File: config.mk
export PLATFORM = sky130hd
export DESIGN_NAME = char_lcd_nibble_interface
export DESIGN_NICKNAME = d
export VERILOG_FILES = /design/src/design/clni_pkg.sv /design/src/design/char_lcd_nibble_interface.sv
export SDC_FILE = /design/constraint.sdc
export NUM_CORES = 1
export LEC_CHECK = 0
export CAP_MARGIN = 25
export CORE_ASPECT_RATIO = 0.5
export CORE_UTILIZATION = 55
export CTS_CLUSTER_SIZE = 10
export DETAILED_ROUTE_END_ITERATION = 6
export DONT_BUFFER_PORTS = 1
export GPL_TIMING_DRIVEN = 1
export PLACE_DENSITY = 0.78
export SYNTH_ARGS = -nofsm -noshare
export SYNTH_HDL_FRONTEND = slang
export SYNTH_SLANG_ARGS = --single-unit
File: constraint.sdc
create_clock -name clk -period 7.9 [get_ports clk]
set_input_delay 0.79 -clock clk [delete_from_list [all_inputs] [get_ports clk]]
set_output_delay 0.79 -clock clk [all_outputs]
set_load 0.1 [all_outputs]
File: src/design/clni_pkg.sv
`timescale 1ns / 1ps

package clni_pkg;

	typedef enum logic [2:0] {
		OP_TICK   = 3'd0,
		OP_INIT   = 3'd1,
		OP_CMD    = 3'd2,
		OP_DATA   = 3'd3,
		OP_CURSOR = 3'd4
	} opcode_t;

	typedef enum logic [1:0] {
		KIND_WAIT = 2'd0,
		KIND_NIB  = 2'd1,
		KIND_BYTE = 2'd2
	} entry_kind_t;

	localparam int STEP_W  = 5;
	localparam int PHASE_W = 3;
	localparam int WAIT_W  = 21;
	localparam int MS_W    = 6;
	localparam int TPM_W   = 16;
	localparam int PROD_W  = MS_W + TPM_W;

	localparam logic [STEP_W-1:0] STEP_IDLE       = 5'd0;
	localparam logic [STEP_W-1:0] STEP_INIT_FIRST = 5'd1;
	localparam logic [STEP_W-1:0] STEP_INIT_LAST  = 5'd10;
	localparam logic [STEP_W-1:0] STEP_SINGLE     = 5'd11;

	localparam logic [WAIT_W-1:0] WAIT_MAX  = '1;
	localparam logic [TPM_W-1:0]  TPM_RESET = 16'd1;

	// rs / en positions inside the 6-bit pin word, data in [3:0]
	localparam int PIN_EN = 4;
	localparam int PIN_RS = 5;

	typedef struct packed {
		entry_kind_t     kind;
		logic [7:0]      val;
		logic [MS_W-1:0] wait_ms;
	} entry_t;

	// init script; anything outside it is a single byte from the pending register
	function automatic entry_t script_entry(logic [STEP_W-1:0] step, logic [7:0] pending);
		entry_t e;
		case (step)
			5'd1:    e = '{KIND_WAIT, 8'h00, 6'd40};
			5'd2:    e = '{KIND_NIB,  8'h03, 6'd5};
			5'd3:    e = '{KIND_NIB,  8'h03, 6'd5};
			5'd4:    e = '{KIND_NIB,  8'h03, 6'd1};
			5'd5:    e = '{KIND_NIB,  8'h02, 6'd1};
			5'd6:    e = '{KIND_BYTE, 8'h28, 6'd2};
			5'd7:    e = '{KIND_BYTE, 8'h0C, 6'd2};
			5'd8:    e = '{KIND_BYTE, 8'h06, 6'd2};
			5'd9:    e = '{KIND_BYTE, 8'h01, 6'd2};
			5'd10:   e = '{KIND_WAIT, 8'h00, 6'd2};
			default: e = '{KIND_BYTE, pending, 6'd2};
		endcase
		return e;
	endfunction

	function automatic logic [PHASE_W-1:0] phase_count(entry_kind_t kind);
		logic [PHASE_W-1:0] n;
		case (kind)
			KIND_WAIT: n = 3'd1;
			KIND_NIB:  n = 3'd3;
			default:   n = 3'd5;
		endcase
		return n;
	endfunction

endpackage

File: src/design/char_lcd_nibble_interface.sv
`timescale 1ns / 1ps

// Character LCD controller for an HD44780-style panel on a 4-bit bus. Each input
// transaction is either a time tick or a request (init, command byte, data byte,
// set cursor). Time only moves on tick transactions; cfg_wr_data sets how many
// ticks make one millisecond (zero makes every phase one tick long, and phase
// lengths saturate at 2^21-1 ticks). A byte goes out high nibble first; each
// nibble is EN high 1 ms then EN low 1 ms, and each byte ends with a 2 ms gap.
// Init is 40 ms wait, nibbles 3,3,3,2, then 0x28, 0x0C, 0x06, 0x01 and 2 ms.
// Requests arriving while busy are refused (accepted = 0) and change nothing;
// opcodes 5..7 are ignored. Every input transaction yields exactly one output
// transaction with the pin levels after it. Throughput is one transaction per
// clock: the sequencer, the ms-to-ticks multiply (6x16) and the counter update
// are a single combinational pass into the state and output registers, and the
// input stays ready whenever the output register is empty or being drained.
// Write the tick rate only while the controller is idle.
module char_lcd_nibble_interface
	import clni_pkg::*;
(
	input  logic        clk,
	input  logic        arst_n,
	// config: ticks per millisecond
	input  logic        cfg_wr_en,
	input  logic [15:0] cfg_wr_data,
	// request stream
	input  logic        s_axis_tvalid,
	output logic        s_axis_tready,
	input  logic [15:0] s_axis_tdata,  // [7:0] byte_value, [8] row, [14:9] column, [15] zero
	input  logic [2:0]  s_axis_tuser,  // [2:0] opcode
	// result stream
	output logic        m_axis_tvalid,
	input  logic        m_axis_tready,
	output logic [7:0]  m_axis_tdata   // [0] reg_select, [1] enable_pin, [5:2] data_nibble,
	                                   // [6] busy_res, [7] accepted
);

	// sequencer state
	logic [TPM_W-1:0]   tpm_q;
	logic [STEP_W-1:0]  step_q;
	logic [PHASE_W-1:0] phase_q;
	logic [WAIT_W-1:0]  wait_q;
	logic [7:0]         pend_q;
	logic [5:0]         pins_q;

	// output register
	logic               m_valid_q;
	logic [7:0]         m_data_q;

	// next-state terms
	logic [STEP_W-1:0]  step_n;
	logic [PHASE_W-1:0] phase_n;
	logic [PHASE_W-1:0] phase_inc;
	logic [WAIT_W-1:0]  wait_n;
	logic [7:0]         pend_sel;
	logic [7:0]         pend_n;
	logic [5:0]         pins_n;
	logic               acc_n;
	logic               do_enter;
	logic [MS_W-1:0]    ms_sel;
	logic [PROD_W-1:0]  wait_prod;
	entry_t             cur_e;
	entry_t             nxt_e;

	logic               in_xfer;
	logic               busy;
	opcode_t            op;
	logic [7:0]         in_byte;
	logic               in_row;
	logic [5:0]         in_col;
	logic [7:0]         cursor_addr;

	assign in_byte = s_axis_tdata[7:0];
	assign in_row  = s_axis_tdata[8];
	assign in_col  = s_axis_tdata[14:9];
	assign op      = opcode_t'(s_axis_tuser);

	assign s_axis_tready = !m_valid_q || m_axis_tready;
	assign in_xfer       = s_axis_tvalid && s_axis_tready;
	assign busy          = (step_q != STEP_IDLE);

	// row 1 starts at DDRAM 0x40; the sum wraps in 8 bits before the set-address bit
	assign cursor_addr = 8'h80 | ((in_row ? 8'h40 : 8'h00) + {2'b00, in_col});

	always_comb begin
		step_n    = step_q;
		phase_n   = phase_q;
		wait_n    = wait_q;
		pend_sel  = pend_q;
		pins_n    = pins_q;
		acc_n     = 1'b0;
		do_enter  = 1'b0;
		cur_e     = script_entry(step_q, pend_q);
		phase_inc = phase_q + 3'd1;

		case (op)
			OP_TICK: begin
				if (busy) begin
					if (wait_q > 21'd1) begin
						wait_n = wait_q - 21'd1;
					end else if (phase_inc >= phase_count(cur_e.kind)) begin
						phase_n = '0;
						if (step_q >= STEP_INIT_FIRST && step_q < STEP_INIT_LAST) begin
							step_n   = step_q + 5'd1;
							do_enter = 1'b1;
						end else begin
							step_n = STEP_IDLE;
							wait_n = '0;
						end
					end else begin
						phase_n  = phase_inc;
						do_enter = 1'b1;
					end
				end
			end
			OP_INIT, OP_CMD, OP_DATA, OP_CURSOR: begin
				if (!busy) begin
					acc_n          = 1'b1;
					pins_n[PIN_RS] = (op == OP_DATA);
					phase_n        = '0;
					do_enter       = 1'b1;
					if (op == OP_INIT) begin
						step_n = STEP_INIT_FIRST;
					end else begin
						step_n   = STEP_SINGLE;
						pend_sel = (op == OP_CURSOR) ? cursor_addr : in_byte;
					end
				end
			end
			default: ;
		endcase

		// init command bytes are loaded into the pending register on entry
		nxt_e  = script_entry(step_n, pend_sel);
		pend_n = (do_enter && nxt_e.kind == KIND_BYTE && step_n <= STEP_INIT_LAST)
		         ? nxt_e.val : pend_sel;

		// phase entry: pins and phase length in ms
		ms_sel = 6'd1;
		if (do_enter) begin
			case (nxt_e.kind)
				KIND_WAIT: ms_sel = nxt_e.wait_ms;
				KIND_NIB: begin
					case (phase_n)
						3'd0: begin
							pins_n[3:0]    = nxt_e.val[3:0];
							pins_n[PIN_EN] = 1'b1;
						end
						3'd1:    pins_n[PIN_EN] = 1'b0;
						default: ms_sel = nxt_e.wait_ms;
					endcase
				end
				default: begin
					case (phase_n)
						3'd0: begin
							pins_n[3:0]    = pend_n[7:4];
							pins_n[PIN_EN] = 1'b1;
						end
						3'd2: begin
							pins_n[3:0]    = pend_n[3:0];
							pins_n[PIN_EN] = 1'b1;
						end
						3'd1, 3'd3: pins_n[PIN_EN] = 1'b0;
						default:    ms_sel = nxt_e.wait_ms;
					endcase
				end
			endcase
		end

		wait_prod = {{TPM_W{1'b0}}, ms_sel} * {{MS_W{1'b0}}, tpm_q};
		if (do_enter) begin
			wait_n = (wait_prod > {1'b0, WAIT_MAX}) ? WAIT_MAX : wait_prod[WAIT_W-1:0];
		end
	end

	always_ff @(posedge clk or negedge arst_n) begin
		if (!arst_n) begin
			tpm_q   <= TPM_RESET;
			step_q  <= STEP_IDLE;
			phase_q <= '0;
			wait_q  <= '0;
			pend_q  <= '0;
			pins_q  <= '0;
		end else begin
			if (cfg_wr_en) begin
				tpm_q <= cfg_wr_data;
			end
			if (in_xfer) begin
				step_q  <= step_n;
				phase_q <= phase_n;
				wait_q  <= wait_n;
				pend_q  <= pend_n;
				pins_q  <= pins_n;
			end
		end
	end

	always_ff @(posedge clk or negedge arst_n) begin
		if (!arst_n) begin
			m_valid_q <= 1'b0;
		end else if (in_xfer) begin
			m_valid_q <= 1'b1;
		end else if (m_axis_tready) begin
			m_valid_q <= 1'b0;
		end
	end

	always_ff @(posedge clk) begin
		if (in_xfer) begin
			m_data_q <= {acc_n, (step_n != STEP_IDLE), pins_n[3:0], pins_n[PIN_EN],
			             pins_n[PIN_RS]};
		end
	end

	assign m_axis_tvalid = m_valid_q;
	assign m_axis_tdata  = m_data_q;

`ifndef NO_ASSERTIONS
	// idle always means no pending wait
	a_idle_no_wait: assert property (@(posedge clk) disable iff (!arst_n)
		(step_q == STEP_IDLE) |-> (wait_q == '0))
		else $error("wait counter nonzero while idle");

	// byte entries have five phases at most
	a_phase_range: assert property (@(posedge clk) disable iff (!arst_n)
		phase_q <= 3'd4)
		else $error("nibble phase out of range");

	// a request while busy is refused
	a_busy_refuse: assert property (@(posedge clk) disable iff (!arst_n)
		(in_xfer && busy && op != OP_TICK) |=> !m_axis_tdata[7])
		else $error("request accepted while busy");

	// an accepted data request raises RS
	a_data_rs: assert property (@(posedge clk) disable iff (!arst_n)
		(in_xfer && !busy && op == OP_DATA) |=> (pins_q[PIN_RS] && m_axis_tdata[0]))
		else $error("RS not high for data byte");
`endif

endmodule
==> run_results.csv, run 1 <==
group,metric,value,unit
run_status,status,"finished, final reports clean",
synth,synthXorXnorAreaFrac,0.0229,
clock_network,htree_levels,3,
timing,fin_crit,7.63,ns
synth,ys_seq_area_frac,0.240,
cells_and_area,drive_above_1_share,0.193,
synth,synth_warnings,0,
floorplan,core.rowCount,29,
power,power,0.00113,W
floorplan,start_util,0.568,
synth,synthDistinctLibCells,87,
min_path,holdCritPathClass,"input port to asynchronous set/reset pin",
synth,synth-seq-cells,68,
floorplan,die_h,83.2,um
synth,synth-simple-area-share,0.216,
timing,skew,0.00766,ns
route,routed_via_density,6.01,
place,dp.cells,1062,
power,intPower,0.000754,W
timing,max_freq,0.131,GHz
synth,synth_ff_type,"dfrtp_1",
floorplan,dieArea,13700,sq um
power,p_sw_frac,0.335,
run,max_cap_viol_count,0,
route,drt_iter0_markers,466,
clock_network,numCtsBuffers,9,
critical_path,cp.arrival,7.85,ns
critical_path,path_class,"flip-flop to flip-flop",
synth,synth_top_family_by_area,"simple AND/OR/NAND/NOR gates",
route,wl_per_cell,17.0,um
clock_network,cts_buffer_depth,2,
floorplan,die_w,164,um
timing,tns,0,ns
clock_network,cts_tree,"done",
critical_path,critical_path_required,8.12,ns
global_route,grt_antenna_before_repair,0,
synth,syn_nets,984,
critical_path,setup.worst_path.start_class,"flip-flop",
timing,setup_viol,0,
cells_and_area,instances_no_fill,1084,
place,place_congestion,0.911,
route,drc,0,
critical_path,cp-end-kind,"flip-flop",
clock_network,clk_latency,0.34,ns
clock_network,holdBufCountCts,0,
global_route,grt_overflow,0,
critical_path,slowest_stage,"fa_1",
timing,fin_crit_sh,0.966,
timing,hold_slack,0.133,ns
global_route,grt_pass1_wl,30.0,mm
route,vias,6515,
timing,slew_viol_final,0,
critical_path,max_stage_delay,0.54,ns
synth,syn_inst,850,
route,dr.pass1.iters,6,
global_route,track_usage,0.277,
cells_and_area,multi_input_area,5160,sq um
cells_and_area,fin_area,8390,sq um
cells_and_area,ff_latch_area,1750,sq um
timing,max_slew_margin,0.288,
synth,synth_compound_area_frac,0.203,
power,powerDensity,135,nW/um^2
clock_network,clock_sinks,68,
cells_and_area,num_antenna_cells,0,
synth,syn_area,7260,sq um
power,p_comb_frac,0.241,
timing,hold_violations,0,
global_route,grt_max_degree,61,
cells_and_area,final_nets,1043,
synth,synthArstFlopShare,0.882,
power,p_clk_frac,0.377,
synth,postSynthAreaPerCell,8.54,sq um
route,routed_wirelength,18.5,mm
power,power_leakage,3.82,nW
cells_and_area,area_growth,15.6,%
cells_and_area,fill_cells,1079,
clock_network,clkTransAtPathRegs,0.07,ns
floorplan,coreArea,12800,sq um
place,dp_hpwl,13.6,mm
timing,tightest_slew,1.07,ns
timing,rsz0062_at_grt,"true",
power,pwr-share-seq,0.382,
place,dpl_cell_area,7920,sq um
synth,synth_fa_ha_area_frac,0.204,
route,drtAntennaViolNets,0,
clock_network,root_buffer,"clkbuf_16",
place,port_buffers,0,
power,p_sw,0.000380,W
synth,synth_edf_count,8,
global_route,grt_pass1_vias,6181,
floorplan,num_io_pins,50,
critical_path,path_max_fanout,12,
power,worst_ir_drop_vdd,0.000101,V
synth,synth.area.mux_share,0.0493,
## Yosys cell counts (all sizes together) (11+ instances only)
cell type,n,area [sq um]
nand3,17,97.6
ha,53,663
clkbuf,18,67.6
mux2,20,225
nand2,108,408
fa,41,821
nor3,20,133
mux2i,12,133
a22oi,11,82.6
o21ai,82,418
and2,35,221
buf,13,83.8
xnor2,12,105
o31ai,13,103
nor2,58,230
a21oi,37,193
nor4,17,161
dfrtp,59,1480
inv,83,312
## sequential cells by signal (all words and copies together), names as in the netlist
signal	cells
wait_q	21
m_axis_tdata	8
pins_q	6
tpm_q	16
step_q	5
m_axis_tvalid	1
phase_q	3
pend_q	8
## placed cells by master, fill, tap and decap left out, types with 4 or more instances in the layout
master and count:
o211ai_1 5, a31oi_1 7, fa_1 41, and3_1 8, and2_1 33, o21a_1 6, buf_12 4, a211oi_1 5
nand3_1 16, nor4_1 10, edfxtp_1 8, buf_4 75, xnor2_1 11, o21ai_0 76, xor2_1 7, nor2_1 54
a21o_1 7, nand2_1 107, inv_1 81, a22oi_1 11, a21oi_1 33, o31ai_1 11, mux2_2 20, nand2b_1 7
ha_1 49, a21oi_2 4, nor4_2 5, mux2i_1 11, dfrtp_1 57, clkbuf_16 9, nor3_1 15
## power groups by stage
| stage | clock network (W) | logic [W] | registers [W] |
|---|---|---|---|
| floorplan | 0 | 0.000187 | 0.000426 |
| global placement | 0 | 0.000242 | 0.000435 |
| detailed placement | 0 | 0.000250 | 0.000436 |
| CTS | 0.000434 | 0.000251 | 0.000430 |
| global route | 0.000451 | 0.000307 | 0.000437 |
| finish | 0.000427 | 0.000274 | 0.000433 |
## worst paths after layout
kind / start / to / slack, ns / cells past startpoint
setup / recovery: step_q[1] / wait_q[0] / 0.27 / 33
min in group clk: pend_q[0] / pend_q[0] / 0.48 / 2
hold reg to reg: pend_q[0] / pend_q[0] / 0.48 / 2
setup reg to reg: step_q[1] / wait_q[0] / 0.27 / 33
hold / removal: arst_n / m_axis_tvalid / 0.13 / 0
max in group asynchronous: arst_n / tpm_q[0] / 7.58 / 0
## cells by family (layout without fill, tap and decap cells)
logic type / count (synthesis) / count (layout)
compound gates: 224 / 224
xor+xnor: 19 / 19
fa+ha+maj: 94 / 94
buf+inv: 115 / 179
flops: 68 / 68
mux: 32 / 32
simple gates: 298 / 298
## metrics by stage
stage	worst slack [ns]	utilization
after global placement	0.0526	0.620
after floorplan	0.483	-
after CTS	0.0470	0.646
after detailed placement	-0.103	0.620
final	0.268	0.657
after global routing	-0.134	0.657
## layer usage
metal / part of all wire / GRT usage / vias to the layer above
met5: 0 / 0 / -
met4: 0.012 / 0.0617 / 0
met3: 0.058 / 0.0460 / 24
met2: 0.47 / 0.456 / 220
met1: 0.46 / 0.382 / 3148
li1: - / - / 3123
## critical path: cells and delay by family, from the launching register on
| family | cells | cell delay, ns |
|---|---|---|
| multiplexers | 1 | 0.25 |
| AO/OA/AOI/OAI | 12 | 2.53 |
| flip-flops | 1 | 0.48 |
| AND/OR/NAND/NOR | 7 | 1.00 |
| adder cells (fa/ha/maj) | 6 | 2.31 |
| buffers and inverters | 6 | 0.78 |
| XOR/XNOR | 1 | 0.16 |
## what timing repair did
item	CTS	global route
hold endpoints to repair	0	0
pin swaps	0	9
resized for setup	5	28
setup buffers	0	6
endpoints found under the setup margin	10	21
## final cells by class
cell class	instances	area share
flip-flops and latches	68	0.208
repair buffers	79	0.0767
clock inverters	7	0.00984
inverters	84	0.0382
well taps	170	0.0254
clock buffers	9	0.0268
multi-input cells	667	0.615
No activity file was read; power rests on OpenSTA's default activity.
==> run 2: changes to the inputs <==
--- a/config.mk
+++ b/config.mk
@@ -13,6 +13,7 @@
 export DONT_BUFFER_PORTS = 1
 export GPL_TIMING_DRIVEN = 1
 export PLACE_DENSITY = 0.78
+export REMOVE_ABC_BUFFERS = 1
 export SYNTH_ARGS = -nofsm -noshare
 export SYNTH_HDL_FRONTEND = slang
 export SYNTH_SLANG_ARGS = --single-unit
==> run 2 against run 1 <==
Net effect: clock skew rose by 0.0048 ns; wire length is 1.3% lower; combinational power shrank 3%; sequential cell count is the same; sequential share of layout area is 0.23 points higher; global-route usage decreased by 0.67 points; register-to-register slack barely moved; largest power group is now clock; non-clock buffer count is 18 lower.
==> run_results.csv, run 2 (synthesis results as in run 1) <==
group,metric,value,unit
run_status,status,"finished, final reports clean",
floorplan,num_io_pins,50,
global_route,globalRoute.busiestLayer,"met2",
timing,slew_viol_final,0,
floorplan,coreArea,12800,sq um
timing,max_freq,0.131,GHz
global_route,grt_pass1_vias,6047,
clock_network,clkTransAtPathRegs,0.07,ns
critical_path,critical_path_buf_inv_count,10,
critical_path,path_class,"flip-flop to flip-flop",
global_route,grt_max_degree,61,
place,pre_cts_ws,-0.0701,ns
power,powerDensity,139,nW/um^2
cells_and_area,largest_register_ffs,21,
timing,max_slew_margin,0.288,
timing,skew,0.0124,ns
clock_network,numCtsBuffers,9,
critical_path,crit_top_cell,"buf_4",
cells_and_area,final_nets,1025,
floorplan,die_h,83.2,um
route,drtAntennaViolNets,0,
clock_network,htree_levels,3,
timing,fin_crit_sh,0.965,
run,max_cap_viol_count,0,
global_route,grt_antenna_before_repair,0,
clock_network,cts_buffer_depth,2,
place,dp.cells,1042,
route,routed_via_density,6.07,
floorplan,core.rowCount,29,
cells_and_area,top_regs,"wait_q: 21 flops, tpm_q: 16 flops",
timing,setup_ws,0.276,ns
clock_network,holdBufCountCts,0,
timing,tightest_slew,1.07,ns
cells_and_area,area_growth,14.3,%
place,place_congestion,0.937,
global_route,grt_pass1_wl,29.4,mm
global_route,grt_overflow,0,
clock_network,root_buffer,"clkbuf_16",
place,dp_hpwl,13.4,mm
critical_path,crit_family,"adder cells",
critical_path,slowest_stage,"fa_1",
power,power_leakage,3.75,nW
timing,fin_crit,7.62,ns
cells_and_area,final_common_cell,"nand2_1",
timing,hold_violations,0,
cells_and_area,top_register,"wait_q",
cells_and_area,drive_above_1_share,0.174,
timing,setup_viol,0,
global_route,met2_usage,0.428,
route,drc,0,
min_path,holdCritPathClass,"input port to asynchronous set/reset pin",
route,dr.pass1.iters,5,
global_route,track_usage,0.270,
global_route,grt_use_met1,0.378,
critical_path,cp.arrival,7.82,ns
route,wl_per_cell,17.1,um
floorplan,die_w,164,um
critical_path,max_stage_delay,0.56,ns
cells_and_area,mostFrequentLayoutCells,"106 x nand2_1, 81 x inv_1, 77 x o21ai_0, 57 x dfrtp_1, 56 x buf_4",
critical_path,critical_path_required,8.10,ns
clock_network,clock_sinks,68,
place,port_buffers,0,
global_route,grt_use_met3,0.0485,
route,drt_iter0_markers,453,
floorplan,dieArea,13700,sq um
cells_and_area,instances_no_fill,1066,
route,vias,6466,
route,routed_wirelength,18.2,mm
cells_and_area,num_antenna_cells,0,
clock_network,clk_latency,0.34,ns
critical_path,setup.worst_path.start_class,"flip-flop",
floorplan,start_util,0.568,
clock_network,cts_tree,"done",
power,worst_ir_drop_vdd,0.0000923,V
critical_path,path_max_fanout,10,
timing,tns,0,ns
critical_path,cp-end-kind,"flip-flop",
-- run 2: cell types whose count changed in the layout (fill, tap and decap cells not counted), sizes merged --
cell,before,now
clkbuf,9,10
bufinv,1,2
inv,87,84
clkinvlp,2,0
clkinv,1,5
buf,79,60
-- run 2: worst reg2reg max path, delay by kind of cell (launching register included) --
| kind | cells | cell delay, ns |
|---|---|---|
| flops | 1 | 0.45 |
| simple gates | 9 | 1.69 |
| mux | 2 | 0.42 |
| compound gates | 8 | 1.50 |
| xor+xnor | 1 | 0.09 |
| fa+ha+maj | 6 | 2.09 |
| buf+inv | 10 | 1.26 |
-- run 2: area by class of cell --
cell class              instances  area, sq um
clock buffers                   9          225
well taps                     170          213
flip-flops and latches         68         1750
multi-input cells             667         5180
repair buffers                 61          526
fillers                      1054         4470
inverters                      84          315
clock inverters                 7         98.8
-- run 2: repair_timing --
item / 4_1_cts / 5_1_grt
setup buffers: 0 / 7
endpoints found under the setup margin: 7 / 21
gates cloned: 0 / 1
resized for setup: 4 / 28
pin swaps: 0 / 17
-- run 2: metal layers --
layer | vias up | routed length, um
met3 | 31 | 1250
met1 | 3101 | 8260
met4 | 0 | 252
li1 | 3087 | -
met5 | - | 0
met2 | 247 | 8460
-- run 2: per-stage QoR --
step	utilization	area [sq um]	hold slack (ns)	power (W)
3_3_place_gp	0.609	7770	0.461	0.000667
5_1_grt	0.650	8300	0.125	0.00121
4_1_cts	0.635	8110	0.129	0.00113
2_1_floorplan	-	7110	0.446	0.000604
3_5_place_dp	0.609	7770	0.474	0.000677
6_report	0.650	8300	0.138	0.00115
-- run 2: path summary, 6_finish.rpt --
check | slack [ns] | from | cells past startpoint | end
worst min register to register | 0.48 | pend_q[6] | 2 | pend_q[6]
max in group asynchronous | 7.58 | arst_n | 0 | tpm_q[0]
worst max register to register | 0.28 | step_q[0] | 36 | wait_q[15]
worst min-delay path | 0.14 | arst_n | 0 | pins_q[5]
min in group clk | 0.48 | pend_q[6] | 2 | pend_q[6]
worst max-delay path | 0.28 | step_q[0] | 36 | wait_q[15]
-- run 2: power breakdown --
part	switching, W	internal, W	total, W
combinational	0.000149	0.000118	0.000266
clock	0.000175	0.000278	0.000454
sequential	0.0000519	0.000381	0.000433
total	0.000376	0.000777	0.00115
==> run 3: changes to the inputs <==
--- a/config.mk
+++ b/config.mk
@@ -13,6 +13,7 @@
 export DONT_BUFFER_PORTS = 1
 export GPL_TIMING_DRIVEN = 1
 export PLACE_DENSITY = 0.78
+export RECOVER_POWER = 100
 export REMOVE_ABC_BUFFERS = 1
 export SYNTH_ARGS = -nofsm -noshare
 export SYNTH_HDL_FRONTEND = slang
==> constraint.sdc (replaced) <==
create_clock -name clk -period 7.9 [get_ports clk]
set_input_delay 1.58 -clock clk [delete_from_list [all_inputs] [get_ports clk]]
set_output_delay 1.58 -clock clk [all_outputs]
set_load 0.1 [all_outputs]
==> run 3 against run 2 <==
Net effect: register-to-register slack worse by 0.04 ns; maximum frequency down 0.46%; sequential power about the same; cell count up 2.6%; non-clock buffer count up 28; first-iteration DRC count down 0.66%; die area unchanged; power up 1.5%; sequential cell count unchanged; critical path depth down 3; clock skew down 0.0044 ns.
==> run_results.csv, run 3 (synthesis results as in run 1) <==
group,metric,value,unit
critical_path,cp-end-kind,"flip-flop",
critical_path,critical_path_buf_inv_count,6,
power,powerDensity,138,nW/um^2
global_route,grt_pass1_wl,30.9,mm
place,dp.cells,1072,
timing,fin_crit_sh,0.970,
power,p_comb_frac,0.242,
place,dp_hpwl,13.8,mm
route,routed_wirelength,19.0,mm
route,routed_via_density,6.03,
route,drc,0,
clock_network,clkTransAtPathRegs,0.06,ns
route,drtAntennaViolNets,0,
clock_network,numCtsBuffers,9,
timing,skew,0.00797,ns
clock_network,cts_buffer_depth,2,
global_route,track_usage,0.284,
min_path,holdCritPathClass,"flip-flop to flip-flop",
critical_path,crit_family,"compound AO/OA/AOI/OAI gates",
min_path,min_to,"pend_q[1]",
floorplan,die_w,164,um
clock_network,cts_tree,"done",
cells_and_area,largest_register_ffs,21,
route,wl_per_cell,17.3,um
floorplan,num_io_pins,50,
cells_and_area,area_growth,16.9,%
clock_network,clk_latency,0.35,ns
clock_network,htree_levels,3,
power,worst_ir_drop_vdd,0.000122,V
timing,fin_crit,7.66,ns
power,p_sw_frac,0.327,
global_route,grt_max_degree,61,
critical_path,rr_startpoint,"step_q[0]",
timing,setup_viol,0,
cells_and_area,top_register,"wait_q",
floorplan,die_h,83.2,um
power,p_clk_frac,0.390,
global_route,grt_pass1_vias,6466,
cells_and_area,drive_above_1_share,0.202,
clock_network,clock_sinks,68,
min_path,hp-start,"pend_q[1]",
critical_path,rr_worst_depth,33,
min_path,hold_path_depth,2,
global_route,grt_antenna_before_repair,0,
place,place_congestion,0.933,
power,pwr-share-seq,0.369,
power,intPower,0.000788,W
timing,slew_viol_final,0,
cells_and_area,mostFrequentLayoutCells,"103 x nand2_1, 79 x inv_1, 77 x o21ai_0, 72 x buf_4, 57 x dfrtp_1",
timing,hold_violations,0,
critical_path,max_stage_delay,0.52,ns
critical_path,slowest_stage,"fa_1",
critical_path,cp-startpoint,"step_q[0]",
cells_and_area,instances_no_fill,1094,
cells_and_area,fill_cells,1020,
critical_path,cp.arrival,7.89,ns
cells_and_area,num_antenna_cells,0,
floorplan,core.rowCount,29,
run_status,status,"finished, final reports clean",
cells_and_area,top_regs,"wait_q: 21 flops, tpm_q: 16 flops",
global_route,grt_overflow,0,
critical_path,setup.worst_path.start_class,"flip-flop",
critical_path,path_class,"flip-flop to flip-flop",
cells_and_area,final_nets,1053,
floorplan,coreArea,12800,sq um
critical_path,crit_top_cell,"fa_1",
timing,tightest_slew,1.06,ns
cells_and_area,final_common_cell,"nand2_1",
floorplan,dieArea,13700,sq um
critical_path,reg2reg_to,"wait_q[0]",
clock_network,root_buffer,"clkbuf_16",
timing,max_slew_margin,0.291,
power,power_leakage,3.85,nW
floorplan,start_util,0.568,
critical_path,path_max_fanout,6,
run,max_cap_viol_count,0,
timing,setup_ws,0.241,ns
critical_path,reg2reg_slack,0.24,ns
timing,max_freq,0.131,GHz
route,drt_iter0_markers,450,
place,pre_cts_ws,-0.0173,ns
power,p_sw,0.000382,W
clock_network,holdBufCountCts,0,
timing,tns,0,ns
route,dr.pass1.iters,5,
critical_path,critical_path_required,8.13,ns
route,vias,6601,
place,port_buffers,0,
[run 3: changes by cell type in the layout (fill, tap and decap cells not counted), sizes merged]
cell | before | now
buf | 60 | 79
clkbuf | 10 | 19
[run 3: area by class of cell]
class / count / area (sq um) / area share
Clock buffer: 9 / 225 / 0.0265
Clock inverter: 7 / 100 / 0.0118
Inverter: 84 / 318 / 0.0374
Multi-Input combinational cell: 667 / 5160 / 0.609
Sequential cell: 68 / 1750 / 0.206
Tap cell: 170 / 213 / 0.0251
Timing Repair Buffer: 89 / 721 / 0.0849
[run 3: worst max-delay path by stage]
| stage | end | depth (start not counted) |
|---|---|---|
| after global routing | wait_q[20] | 35 |
| after detailed placement | wait_q[0] | 35 |
| after global placement | wait_q[0] | 36 |
| after floorplan | wait_q[6] | 27 |
| final | wait_q[0] | 33 |
| after CTS | wait_q[0] | 35 |
[run 3: repair_timing]
item | CTS | global route
setup buffers | 0 | 5
gates cloned | 0 | 1
pin swaps | 1 | 29
setup endpoints to repair | 7 | 21
resized for setup | 6 | 38
[run 3: worst min-delay path, cell delays in order, from the launching register on]
cell	delay, ns
dfrtp_1	0.34
nand2_1	0.05
o21ai_0	0.06
[run 3: power by group through the flow]
| stage | Sequential [W] | Combinational [W] | Clock [W] |
|---|---|---|---|
| final | 0.000432 | 0.000283 | 0.000456 |
| after global routing | 0.000437 | 0.000314 | 0.000473 |
| after CTS | 0.000429 | 0.000259 | 0.000459 |
| after detailed placement | 0.000435 | 0.000257 | 0 |
| after global placement | 0.000433 | 0.000248 | 0 |
| after floorplan | 0.000426 | 0.000178 | 0 |
[run 3: metrics by stage]
| step | power [W] | util | instance area (sq um) | hold slack [ns] |
|---|---|---|---|---|
| after global routing | 0.00122 | 0.664 | 8490 | 0.506 |
| after CTS | 0.00115 | 0.654 | 8350 | 0.484 |
| final | 0.00117 | 0.664 | 8490 | 0.480 |
| after floorplan | 0.000604 | - | 7110 | 0.446 |
| after global placement | 0.000681 | 0.626 | 8000 | 0.461 |
| after detailed placement | 0.000692 | 0.626 | 8000 | 0.470 |
[run 3: per-layer routing]
layer | part of all wire | wire length (um) | GRT usage
met1 | 0.45 | 8520 | 0.387
met2 | 0.48 | 9040 | 0.458
met3 | 0.058 | 1100 | 0.0514
met4 | 0.015 | 289 | 0.0859
met5 | 0 | 0 | 0
